[src/rtl/tgs_ram.sv]
`timescale 1ns / 1ps
`default_nettype none

module tgs_ram #(
   parameter int WIDTH = 8,
   parameter int DEPTH = 256
) (
   input  wire logic                     clock,
   input  wire logic                     wr_en,
   input  wire logic [$clog2(DEPTH)-1:0] wr_addr,
   input  wire logic [WIDTH-1:0]         wr_data,
   input  wire logic                     rd_en,
   input  wire logic [$clog2(DEPTH)-1:0] rd_addr,
   output logic      [WIDTH-1:0]         rd_data
);

   logic [WIDTH-1:0] mem [DEPTH];

   always_ff @(posedge clock) begin
      if (wr_en) begin
         mem[wr_addr] <= wr_data;
      end
      if (rd_en) begin
         rd_data <= mem[rd_addr];
      end
   end

endmodule

`default_nettype wire

[config.mk]
export PLATFORM = sky130hd
export DESIGN_NAME = tgs_ram
export DESIGN_NICKNAME = d
export VERILOG_FILES = /design/src/rtl/tgs_ram.sv
export SDC_FILE = /design/constraint.sdc
export NUM_CORES = 2
export LEC_CHECK = 0
export BUFFER_PORTS_ARGS = -buffer_cell sky130_fd_sc_hd__buf_4
export CAP_MARGIN = 20
export CORE_ASPECT_RATIO = 0.5
export CORE_MARGIN = 2
export CORE_UTILIZATION = 50
export CTS_BUF_LIST = sky130_fd_sc_hd__clkbuf_2
export DETAILED_ROUTE_END_ITERATION = 7
export PLACE_DENSITY = 0.65
export SKIP_LAST_GASP = 1
export SLEW_MARGIN = 15
export SYNTH_ARGS = -nofsm -noshare
export SYNTH_HDL_FRONTEND = slang
export SYNTH_SLANG_ARGS = --single-unit
[constraint.sdc]
create_clock -name clock -period 4.1 [get_ports clock]
set_input_delay 1.23 -clock clock [delete_from_list [all_inputs] [get_ports clock]]
set_output_delay 1.23 -clock clock [all_outputs]
set_load 0.01 [all_outputs]
======== Word level (Yosys, flattened, before mapping) ========
Memories as Yosys holds them, arrays and structs flattened. A register that Yosys moved wholly into a read port is not among the register bits.
Cells that the tools add are included.
storage, ports and cells
  logic and storage cells ................. 3
  memories ................................ 1
  bits in registers ....................... 0
  memory bits (writable) .................. 2048
  input bits .............................. 27
memory list
  name  words  width  rd ports  clocked after memory_dff  wr ports  line  source
  mem   256    8      1         1                         1         17    logic [WIDTH-1:0] mem [DEPTH];
operators by class
  muxes and demuxes ....................... 2
operators with widths
  operator           count
  1-bit two-way mux  2

======== Logic depth before layout (Yosys ltp) ========
  word-level depth ........................ 2
  gate-level depth with buffers ........... 11
  depth with buffers taken out ............ 6

======== Worst setup path after synthesis ========
No wires, ideal clock.
  kind .................................... input to register
  start ................................... in rd_addr[0]
  end ..................................... reg rd_data[2] (read register of mem) (data pin)
  stages on the path ...................... 9
  arrival ................................. 3037 ps
  path buffers ............................ 4
  data required time ...................... 3831 ps
  path slack .............................. 794 ps
  cells stage by stage .................... buf_6 > buf_12 > buf_8 > buf_2 > mux4_2 > a22oi_1 > a21oi_1 > nor4_1 > nor4_2
RTL lines
  what             line  source
  start, declared  13    input wire logic [$clog2(DEPTH)-1:0] rd_addr,
  end, declared    14    output logic [WIDTH-1:0] rd_data

======== Worst setup path after layout ========
  start ................................... reg rd_data[6] (read register of mem)
  end ..................................... out rd_data[6]
No word-level cell between the ends.

==> flow_metrics.py <==
metrics = {
    "global_route": {
        "grt_max_degree": 113,
        "grt_pass1_vias": 42100,
        "grt_pass1_wl_um": 292400,
        "antenna_found_initial": 5,
        "grt_overflow_total": 0,
        "grt_usage": 0.2497,
    },
    "layout": {
        "nets": 4464,
        "fill_cells": 11890,
        "area_delta_synth_final_pct": 12.02,
        "drive_gt1_frac": 0.3457,
        "design_area_um2": 89210,
        "layout.cells.non_filler": 6860,
        "final_cell_mix": "edfxtp_1, clkbuf_2, mux4_2, buf_4, nor2_1",
        "final_common_cell": "edfxtp_1",
    },
    "die": {
        "die_h_um": 286.2,
        "dieWidth_um": 568.4,
        "design.die.area_um2": 162700,
        "rows": 103,
        "start_util": 0.5040,
        "io_pins": 35,
        "core-area_um2": 158000,
    },
    "setup_path": {
        "path_delay_family": "flip-flops",
        "path_class": "reg2out",
        "slowest_stage": "edfxtp_1",
        "slowest_delay_ps": 570,
        "worstPathRequired_ps": 2870,
        "cp-end-kind": "output pin",
        "critPathBufInv": 1,
        "r2r_start": "mem[68][0]",
        "cp_cell_sequence": "buf_4",
        "arrival_ps": 2580,
        "r2r_cells": 6,
        "path_max_fanout": 1,
        "r2r_slack_ps": 1060,
        "reg2reg_to": "rd_data[0]",
        "worstSetupStartpointType": "register",
        "crit_end": "rd_data[6]",
        "cp.depth": 1,
        "crit_start": "rd_data[6]",
    },
    "power": {
        "p_per_area_nw_per_um2": 424.4,
        "p_leak_nw": 29.01,
        "irDropWorstVdd_v": 0.0002721,
    },
    "synth": {
        "ys_seq_elements": 2056,
        "syn_area_um2": 79640,
        "yosys_most_used_dff": "edfxtp_1",
        "netlist_instances": 3733,
        "syn_nets": 3760,
        "synth-edff-count": 2056,
        "syn-mean-instance-area_um2": 21.33,
        "synth_warnings": 0,
        "yosysSeqAreaShare": 0.7753,
        "postSynth.asyncResetShare": 0,
        "ys_types": 54,
    },
    "placement": {
        "port-buffer-count": 34,
        "dpl.hpwl_um": 126600,
        "dp_cells": 6079,
        "postPlaceCellArea_um2": 85180,
        "gp_congestion": 0.8573,
    },
    "min_path": {
        "hp-class": "in2reg",
    },
    "sta": {
        "final_hold_viol_count": 0,
        "rsz0062_at_grt": "false",
        "maxSlewHeadroom": 0.1945,
        "setup_viol": 0,
        "timing.final.crit_share": 0.9295,
        "worstMarginPinSlew_ps": 1208,
        "fmax_mhz": 262.4,
        "tns_ps": 0,
        "finalMaxSlewViolations": 0,
        "min_period_ps": 3811,
        "fin_worst_skew_ps": 101.5,
    },
    "clocking": {
        "cts_buffers": 447,
        "clk_pin_slew_ps": 120,
        "cts_max_level": 5,
        "cts_buffer_depth": 4,
        "clk_latency_ps": 1810,
        "cts_root_buffer": "clkbuf_2",
        "cts_tree": "built",
        "clock_sinks": 2056,
    },
    "routing": {
        "wl_per_cell_um": 29.42,
        "drc": 0,
        "drt_iter0_drc": 5882,
        "vias_per_cell": 6.121,
        "routed_wl_um": 201800,
        "dr.pass1.iters": 6,
        "num_vias": 41990,
        "drtAntennaViolNets": 0,
    },
    "outcome": {
        "run_status": "finished, final reports clean",
    },
    "job": {
        "cap_violations": 0,
    },
}
logic make-up (layout without fill, tap and decap cells):
kind of cell	Yosys count	in the layout	share of synthesized area
flops	2056	2056	0.7753
simple gates	466	466	0.02625
mux	591	591	0.1460
compound gates	385	385	0.03416
buf+inv	235	1254	0.01829
other cells	0	8	0
Yosys cell counts, drive strengths merged, types with 10 or more instances:
cell / count / share of area
nand3: 34 / 0.0021
a211oi: 16 / 0.0015
a22oi: 133 / 0.013
nor2: 282 / 0.013
o211ai: 10 / 0.00094
edfxtp: 2056 / 0.78
nor2b: 31 / 0.0024
mux2i: 134 / 0.017
mux4: 456 / 0.13
o22ai: 28 / 0.0022
a21oi: 96 / 0.0060
a221oi: 14 / 0.0016
o21ai: 12 / 0.00075
nor4: 27 / 0.0024
buf: 122 / 0.013
nand4: 10 / 0.00079
o221ai: 47 / 0.0052
clkbuf: 111 / 0.0052
nor3: 22 / 0.0014
nand2: 33 / 0.0016
cell type report:
class,instances,area [um2],area share
sequential,2056,61740,0.6921
multi-input combinational,1442,16520,0.1851
timing repair buffer,488,4389,0.04920
clock buffer,651,3258,0.03652
tap,2100,2628,0.02945
clock inverter,113,651.9,0.007307
antenna,8,20.02,0.0002244
inverter,2,7.507,0.00008415
worst reg2reg max path: stages (launching register included):
cell      delay, ps
edfxtp_1        400
mux4_2          490
mux4_2          480
nor2b_1         210
nor4_1          920
buf_4           280
nor4_2           50
metrics by stage:
step | setup slack, ps | util | power [W] | hold slack (ps)
6_report | 289.1 | 0.5646 | 0.03786 | 126.7
5_1_grt | 320.4 | 0.5645 | 0.03924 | 168.4
4_1_cts | 154.1 | 0.5645 | 0.03811 | 10.52
3_5_place_dp | -490.9 | 0.5391 | 0.02592 | 1215
3_3_place_gp | -1003 | 0.5387 | 0.02587 | 1221
2_1_floorplan | 793.9 | - | 0.02477 | 864.2
state kept, by name, indices dropped and copies added (netlist names):
register / cells
mem: 2048
rd_data: 8
per-layer routing:
| layer | vias up | global-route usage | part of all wire |
|---|---|---|---|
| met5 | - | 0 | 0.000064 |
| met4 | 2 | 0.07016 | 0.018 |
| met3 | 283 | 0.06218 | 0.11 |
| met2 | 2474 | 0.3785 | 0.46 |
| met1 | 21880 | 0.3645 | 0.41 |
| li1 | 17350 | - | - |
what timing repair did:
| item | in CTS | in global routing |
|---|---|---|
| hold buffers | 9 | 0 |
| resized for setup | 0 | 0 |
| hold endpoints to repair | 179 | 0 |
| setup buffers | 0 | 0 |
worst min-delay path by stage:
stage,from,to,cells after the start
floorplan,mem[40][3],rd_data[3],6
global placement,mem[48][0],rd_data[0],6
detailed placement,mem[51][2],rd_data[2],6
CTS,wr_data[3],mem[228][3],1
global route,wr_data[3],mem[226][3],1
finish,wr_data[3],mem[226][3],1
where the power goes:
part	total, W	internal, W	switching, W
Clock	0.0124	0.00465	0.00776
Sequential	0.0232	0.0231	0.0000339
Combinational	0.00227	0.000842	0.00143
Note: power is estimated with default switching activity, not from simulation.
