===== config.mk =====
export PLATFORM = sky130hd
export DESIGN_NAME = tgs_head_move
export DESIGN_NICKNAME = d
export VERILOG_FILES = /design/src/rtl/tgs_pkg.sv /design/src/rtl/tgs_head_move.sv
export SDC_FILE = /design/constraint.sdc
export NUM_CORES = 1
export LEC_CHECK = 0
export ABC_AREA = 0
export BUFFER_PORTS_ARGS = -buffer_cell sky130_fd_sc_hd__buf_4
export CORE_AREA = 4 4 76 78
export DETAILED_ROUTE_END_ITERATION = 16
export DIE_AREA = 0 0 80 82
export PLACE_DENSITY = 0.7
export SLEW_MARGIN = 40
export SYNTH_ARGS = -nofsm -noshare
export SYNTH_HDL_FRONTEND = slang
export SYNTH_SLANG_ARGS = --single-unit

===== constraint.sdc =====
create_clock -name vclk -period 4.8
set_input_delay 0.72 -clock vclk [all_inputs]
set_output_delay 0.72 -clock vclk [all_outputs]
set_load 0.02 [all_outputs]

===== src/rtl/tgs_pkg.sv =====
`timescale 1ns / 1ps
`default_nettype none

package tgs_pkg;

   localparam int NUM_STATES  = 16;
   localparam int NUM_SYMBOLS = 16;
   localparam int TAPE_COLS   = 256;
   localparam int TAPE_ROWS   = 256;

   localparam int STATE_W   = 4;
   localparam int SYM_W     = 4;
   localparam int COORD_W   = 8;
   localparam int SIZE_W    = 9;
   localparam int COUNT_W   = 16;
   localparam int TABLE_AW  = STATE_W + SYM_W;
   localparam int TAPE_AW   = 2 * COORD_W;
   localparam int TABLE_DEPTH = NUM_STATES * NUM_SYMBOLS;
   localparam int TAPE_DEPTH  = TAPE_COLS * TAPE_ROWS;

   localparam logic [SIZE_W-1:0] COLS_LIMIT = SIZE_W'(TAPE_COLS);
   localparam logic [SIZE_W-1:0] ROWS_LIMIT = SIZE_W'(TAPE_ROWS);

   typedef enum logic [1:0] {
      DIR_LEFT  = 2'd0,
      DIR_UP    = 2'd1,
      DIR_RIGHT = 2'd2,
      DIR_DOWN  = 2'd3
   } dir_type;

   typedef enum logic {
      ACT_LOAD = 1'b0,
      ACT_RUN  = 1'b1
   } action_type;

   typedef enum logic {
      CSR_TAPE_WIDTH  = 1'b0,
      CSR_TAPE_HEIGHT = 1'b1
   } csr_index_type;

   typedef struct packed {
      logic [STATE_W-1:0] next_state;
      logic [SYM_W-1:0]   write_symbol;
      dir_type            move_dir;
   } entry_type;

   typedef struct packed {
      logic [COORD_W-1:0] row;
      logic [COORD_W-1:0] col;
   } head_type;

   localparam int ENTRY_W = $bits(entry_type);

   function automatic logic [SIZE_W-1:0] clamp_size(input logic [SIZE_W-1:0] v,
                                                   input logic [SIZE_W-1:0] lim);
      logic [SIZE_W-1:0] r;
      if (v == '0) begin
         r = SIZE_W'(1);
      end else if (v > lim) begin
         r = lim;
      end else begin
         r = v;
      end
      return r;
   endfunction

endpackage

`default_nettype wire


===== src/rtl/tgs_head_move.sv =====
`timescale 1ns / 1ps
`default_nettype none

module tgs_head_move
   import tgs_pkg::*;
(
   input  wire head_type          head_cur,
   input  wire logic [SIZE_W-1:0] tape_width,
   input  wire logic [SIZE_W-1:0] tape_height,
   input  wire dir_type           dir,
   output head_type               head_next
);

   logic [SIZE_W-1:0] col_inc;
   logic [SIZE_W-1:0] row_inc;
   logic [SIZE_W-1:0] col_last;
   logic [SIZE_W-1:0] row_last;

   assign col_inc  = {1'b0, head_cur.col} + SIZE_W'(1);
   assign row_inc  = {1'b0, head_cur.row} + SIZE_W'(1);
   assign col_last = tape_width - SIZE_W'(1);
   assign row_last = tape_height - SIZE_W'(1);

   // wrap around the torus edges set by the size registers
   always_comb begin
      head_next = head_cur;
      case (dir)
         DIR_LEFT: begin
            head_next.col = (head_cur.col != '0) ? head_cur.col - COORD_W'(1)
                                                 : col_last[COORD_W-1:0];
         end
         DIR_UP: begin
            head_next.row = (head_cur.row != '0) ? head_cur.row - COORD_W'(1)
                                                 : row_last[COORD_W-1:0];
         end
         DIR_RIGHT: begin
            head_next.col = (col_inc < tape_width) ? col_inc[COORD_W-1:0] : '0;
         end
         DIR_DOWN: begin
            head_next.row = (row_inc < tape_height) ? row_inc[COORD_W-1:0] : '0;
         end
         default: begin
            head_next = head_cur;
         end
      endcase
   end

endmodule

`default_nettype wire

## After elaboration in Yosys (flattened, before gate mapping)

Index checks and enable logic that the tools add are counted.

| storage, ports and cells | value |
|---|---|
| flip-flop bits (word level) | 0 |
| input bits | 36 |
| logic and storage cells | 20 |

| cells by class | value |
|---|---|
| $add $sub $neg | 6 |
| magnitude comparators | 2 |
| equality and inequality tests | 3 |
| muxes and demuxes | 6 |
| reduce and logical (&&, ||, !) cells | 3 |

Operators by type and width:

| kind | count |
|---|---|
| 2-to-1 mux 8 bit | 4 |
| case mux 8 bit (2 select lines) | 2 |
| subtractor 8 x 1 -> 8 bit, second input constant | 4 |
| adder 8 x 1 -> 9 bit, second input constant | 2 |
| less-than comparator 9 bit | 2 |
| nonzero test 8 bit | 2 |
| equality test 2 bit, second input constant | 2 |
| equality test 2 x 1 -> 1 bit, second input constant | 1 |
| zero test 2 bit | 1 |

## Logic depth before layout (Yosys ltp)

| logic depth | value |
|---|---|
| depth after elaboration | 4 |
| gate-level depth with buffers | 14 |

## Worst setup path after synthesis

OpenSTA, ideal clock, no wires.

| timing | value |
|---|---|
| path type | in2out |
| from | input port head_cur[10] (netlist name) |
| to | output port head_next[11] (netlist name) |
| arrival time | 3.612 ns |
| path slack | 0.468 ns |
| stages on the path | 11 |
| path buffers | 1 |
| path through | clkbuf_1 nand3_1 nor2_1 and3_1 xnor2_1 inv_1 ha_1 or3b_2 a21oi_1 o21ai_0 o311ai_0 |

RTL lines:

| item | RTL line | text |
|---|---|---|
| from (decl) | tgs_head_move.sv:7 | `input wire head_type head_cur,` |
| to (decl) | tgs_head_move.sv:11 | `output head_type head_next` |

==> results.sh <==
export IMPL_holdPathStages=3
export IMPL_routed_wl_mm=5.74
export IMPL_antenna_violations_before_repair=0
export IMPL_route_detailed_vias_per_inst=5.72
export IMPL_globalRouteOverflowTotal=0
export IMPL_power_leakage_nw=0.993
export IMPL_synth_fa_ha_area_frac=0.154
export IMPL_worst_setup_path_end_kind="output pin"
export IMPL_yosysUniqueCellTypes=52
export IMPL_timing_worst_setup_path_type="input port to output pin"
export IMPL_muxShareOfSynthArea=0.0175
export IMPL_layout_min_cycle_time_ns=4.41
export IMPL_compound_cell_area_share_of_the_yosys_netlist=0.338
export IMPL_numPortBuffers=52
export IMPL_setup_repair_after_global_routing_missed_its_margin="no"
export IMPL_period_share=0.920
export IMPL_finalSetupTns_ns=0
export IMPL_hpwlAfterDp_mm=4.64
export IMPL_synth_sequential_area_ratio=0
export IMPL_postSynthCellCount=277
export IMPL_critical_path_top_cell_by_count="sky130_fd_sc_hd__buf_4"
export IMPL_floorplan_die_width_um=80
export IMPL_finalHoldViolCount=0
export IMPL_final_setup_violation_count=0
export IMPL_number_of_detailed_routing_iterations_run_before_antenna_repair=5
export IMPL_synth_net_count=335
export IMPL_detailed_place_area_um2=2240
export IMPL_drcViolationCount=0
export IMPL_postCtsSetupBuffers=0
export IMPL_wire_per_inst_um=14.7
export IMPL_postCtsHoldBufs=0
export IMPL_seq_cells=0
export IMPL_ant_nets=0
export IMPL_postSynthAreaPerCell_um2=6.45
export IMPL_cp_startpoint="head_cur[10]"
export IMPL_timing_max_transition_violations_final=0
export IMPL_start_kind="input port"
export IMPL_result_of_the_run="completed"
export IMPL_fin_area_um2=2240
export IMPL_diodes=0
export IMPL_power_per_cell_area_nw_per_um2=91.4
export IMPL_max_stage_delay_ns=0.50
export IMPL_route_vias_total=2230
export IMPL_initial_core_util=0.352
export IMPL_yosys_area_share_xor_xnor=0.0687
export IMPL_num_nets_final=380
export IMPL_place_gp_congestion=0.868
export IMPL_seq_area_um2=0
export IMPL_area_delta_synth_final_pct=25.7
export IMPL_final_core_util=0.442
export IMPL_clockBufferCount=0
export IMPL_hold_class="input port to output pin"
export IMPL_worstHoldStart="head_cur[8]"
export IMPL_slowest_stage="sky130_fd_sc_hd__or3b_2"
export IMPL_max_vdd_ir_drop_mv=0.0286
export IMPL_grt_first_pass_wirelength_mm=9.44
export IMPL_total_of_max_cap_violations=0
export IMPL_globalRouteTotalUtil=0.170
export IMPL_fp_row_count=26
export IMPL_cp_cell_sequence="buf_4 > nand3_1 > nor2_1 > and3_1 > xnor2_1 > inv_1 > ha_1 > or3b_2 > a21oi_1 > o21ai_0 > o311ai_0 > buf_4"
export IMPL_yosys_warnings=0
export IMPL_totalPowerFinal_mw=0.205
export IMPL_worst_slew_pin_slew_ns=0.725
export IMPL_cp_max_fo=14
export IMPL_timing_slew_headroom=0.512
export IMPL_achievable_frequency_mhz=227
export IMPL_fp_dieArea_um2=6560
export IMPL_simple_gate_portion_of_the_synthesized_area=0.314
export IMPL_post_route_cells_drive_above_1_share=0.219
export IMPL_vias_in_the_first_global_route=2030
export IMPL_die_h_um=82
export IMPL_synth_top_family_by_area="compound AO/OA/AOI/OAI gates"
export IMPL_floorplan_core_area_um2=5070
export IMPL_grt_max_degree=29
export IMPL_cts_repair_resized=0
export IMPL_netlist_area_um2=1790
export IMPL_num_io_pins=52
export IMPL_drt_first_iter_violations=220
export IMPL_arrival_ns=3.69
export IMPL_cp_data_required_time_ns=4.08
## path summary, 6_finish.rpt
path             to  slack (ns)
max   head_next[11]        0.39
min    head_next[8]        1.82
## critical path: cells and delay by family
kind	cells	cell delay [ns]
buffers and inverters	3	0.45
adders and majority gates	1	0.17
xor gates and xnor gates	1	0.14
AOI/OAI and AO/OA	3	1.07
and+or+nand+nor	4	1.14
## metal layers
| metal | share of wire | GRT usage |
|---|---|---|
| met1 | 0.48 | 0.251 |
| met2 | 0.46 | 0.278 |
| met4 | 0.013 | 0.0253 |
| met5 | 0 | 0 |
| met3 | 0.049 | 0.00439 |
## logic make-up (layout without fill, tap and decap cells)
group / after synthesis / after routing
and+or+nand+nor: 101 / 101
buffers and inverters: 49 / 92
muxes: 3 / 3
adders and majority gates: 22 / 22
AOI/OAI and AO/OA: 88 / 88
xor gates and xnor gates: 14 / 14
## cell type report
cell class | count | area, um^2
fill | 560 | 2830
inverter | 34 | 128
multi-input combinational | 228 | 1590
tap | 70 | 87.6
timing repair buffer | 58 | 435
## where the power goes
part / leakage [nW] / total (mW) / internal, mW / switching, mW
Sequential: 0 / 0 / 0 / 0
Combinational: 0.993 / 0.205 / 0.0883 / 0.117
Clock: 0 / 0 / 0 / 0
Total: 0.993 / 0.205 / 0.0883 / 0.117
## placed cells by master (no fill, tap or decap), drive strengths merged, types with 3 or more instances in the layout
cell / n
or2: 4
nor2: 16
inv: 33
a211oi: 4
nor4: 3
nand2b: 6
nor3b: 3
a21o: 3
or3: 10
nand3: 10
nand4: 4
o211ai: 9
o221ai: 8
buf: 58
nor2b: 4
xnor2: 13
a31oi: 6
nor3: 10
o21ai: 21
and3: 5
a21oi: 18
ha: 22
nand2: 18
## synthesized netlist by cell type, drive strengths merged (2+ instances only)
library cell | n | share of area
a2111oi | 2 | 0.024
a211oi | 4 | 0.017
a21o | 3 | 0.013
a21oi | 18 | 0.050
a22oi | 2 | 0.0084
a31oi | 6 | 0.021
and3 | 5 | 0.018
buf | 2 | 0.0084
clkbuf | 13 | 0.027
ha | 22 | 0.15
inv | 33 | 0.069
mux2i | 2 | 0.011
nand2 | 18 | 0.038
nand2b | 6 | 0.021
nand3 | 10 | 0.028
nand4 | 4 | 0.014
nor2 | 16 | 0.034
nor2b | 4 | 0.014
nor3 | 10 | 0.028
nor3b | 3 | 0.013
nor4 | 3 | 0.011
nor4b | 2 | 0.013
o211ai | 9 | 0.038
o21ai | 21 | 0.059
o221ai | 8 | 0.039
o22ai | 2 | 0.0070
o311ai | 2 | 0.0098
o31ai | 2 | 0.0084
or2 | 4 | 0.014
or3 | 10 | 0.035
or4b | 2 | 0.013
xnor2 | 13 | 0.064
## stage by stage
step	cells	setup WS, ns	hold slack (ns)
floorplan	277	0.468	1.64
global placement	390	0.396	1.82
detailed placement	390	0.447	1.82
CTS	390	0.427	1.82
global route	390	0.199	1.83
finish	390	0.386	1.82
Note: power is estimated with default switching activity, not from simulation.
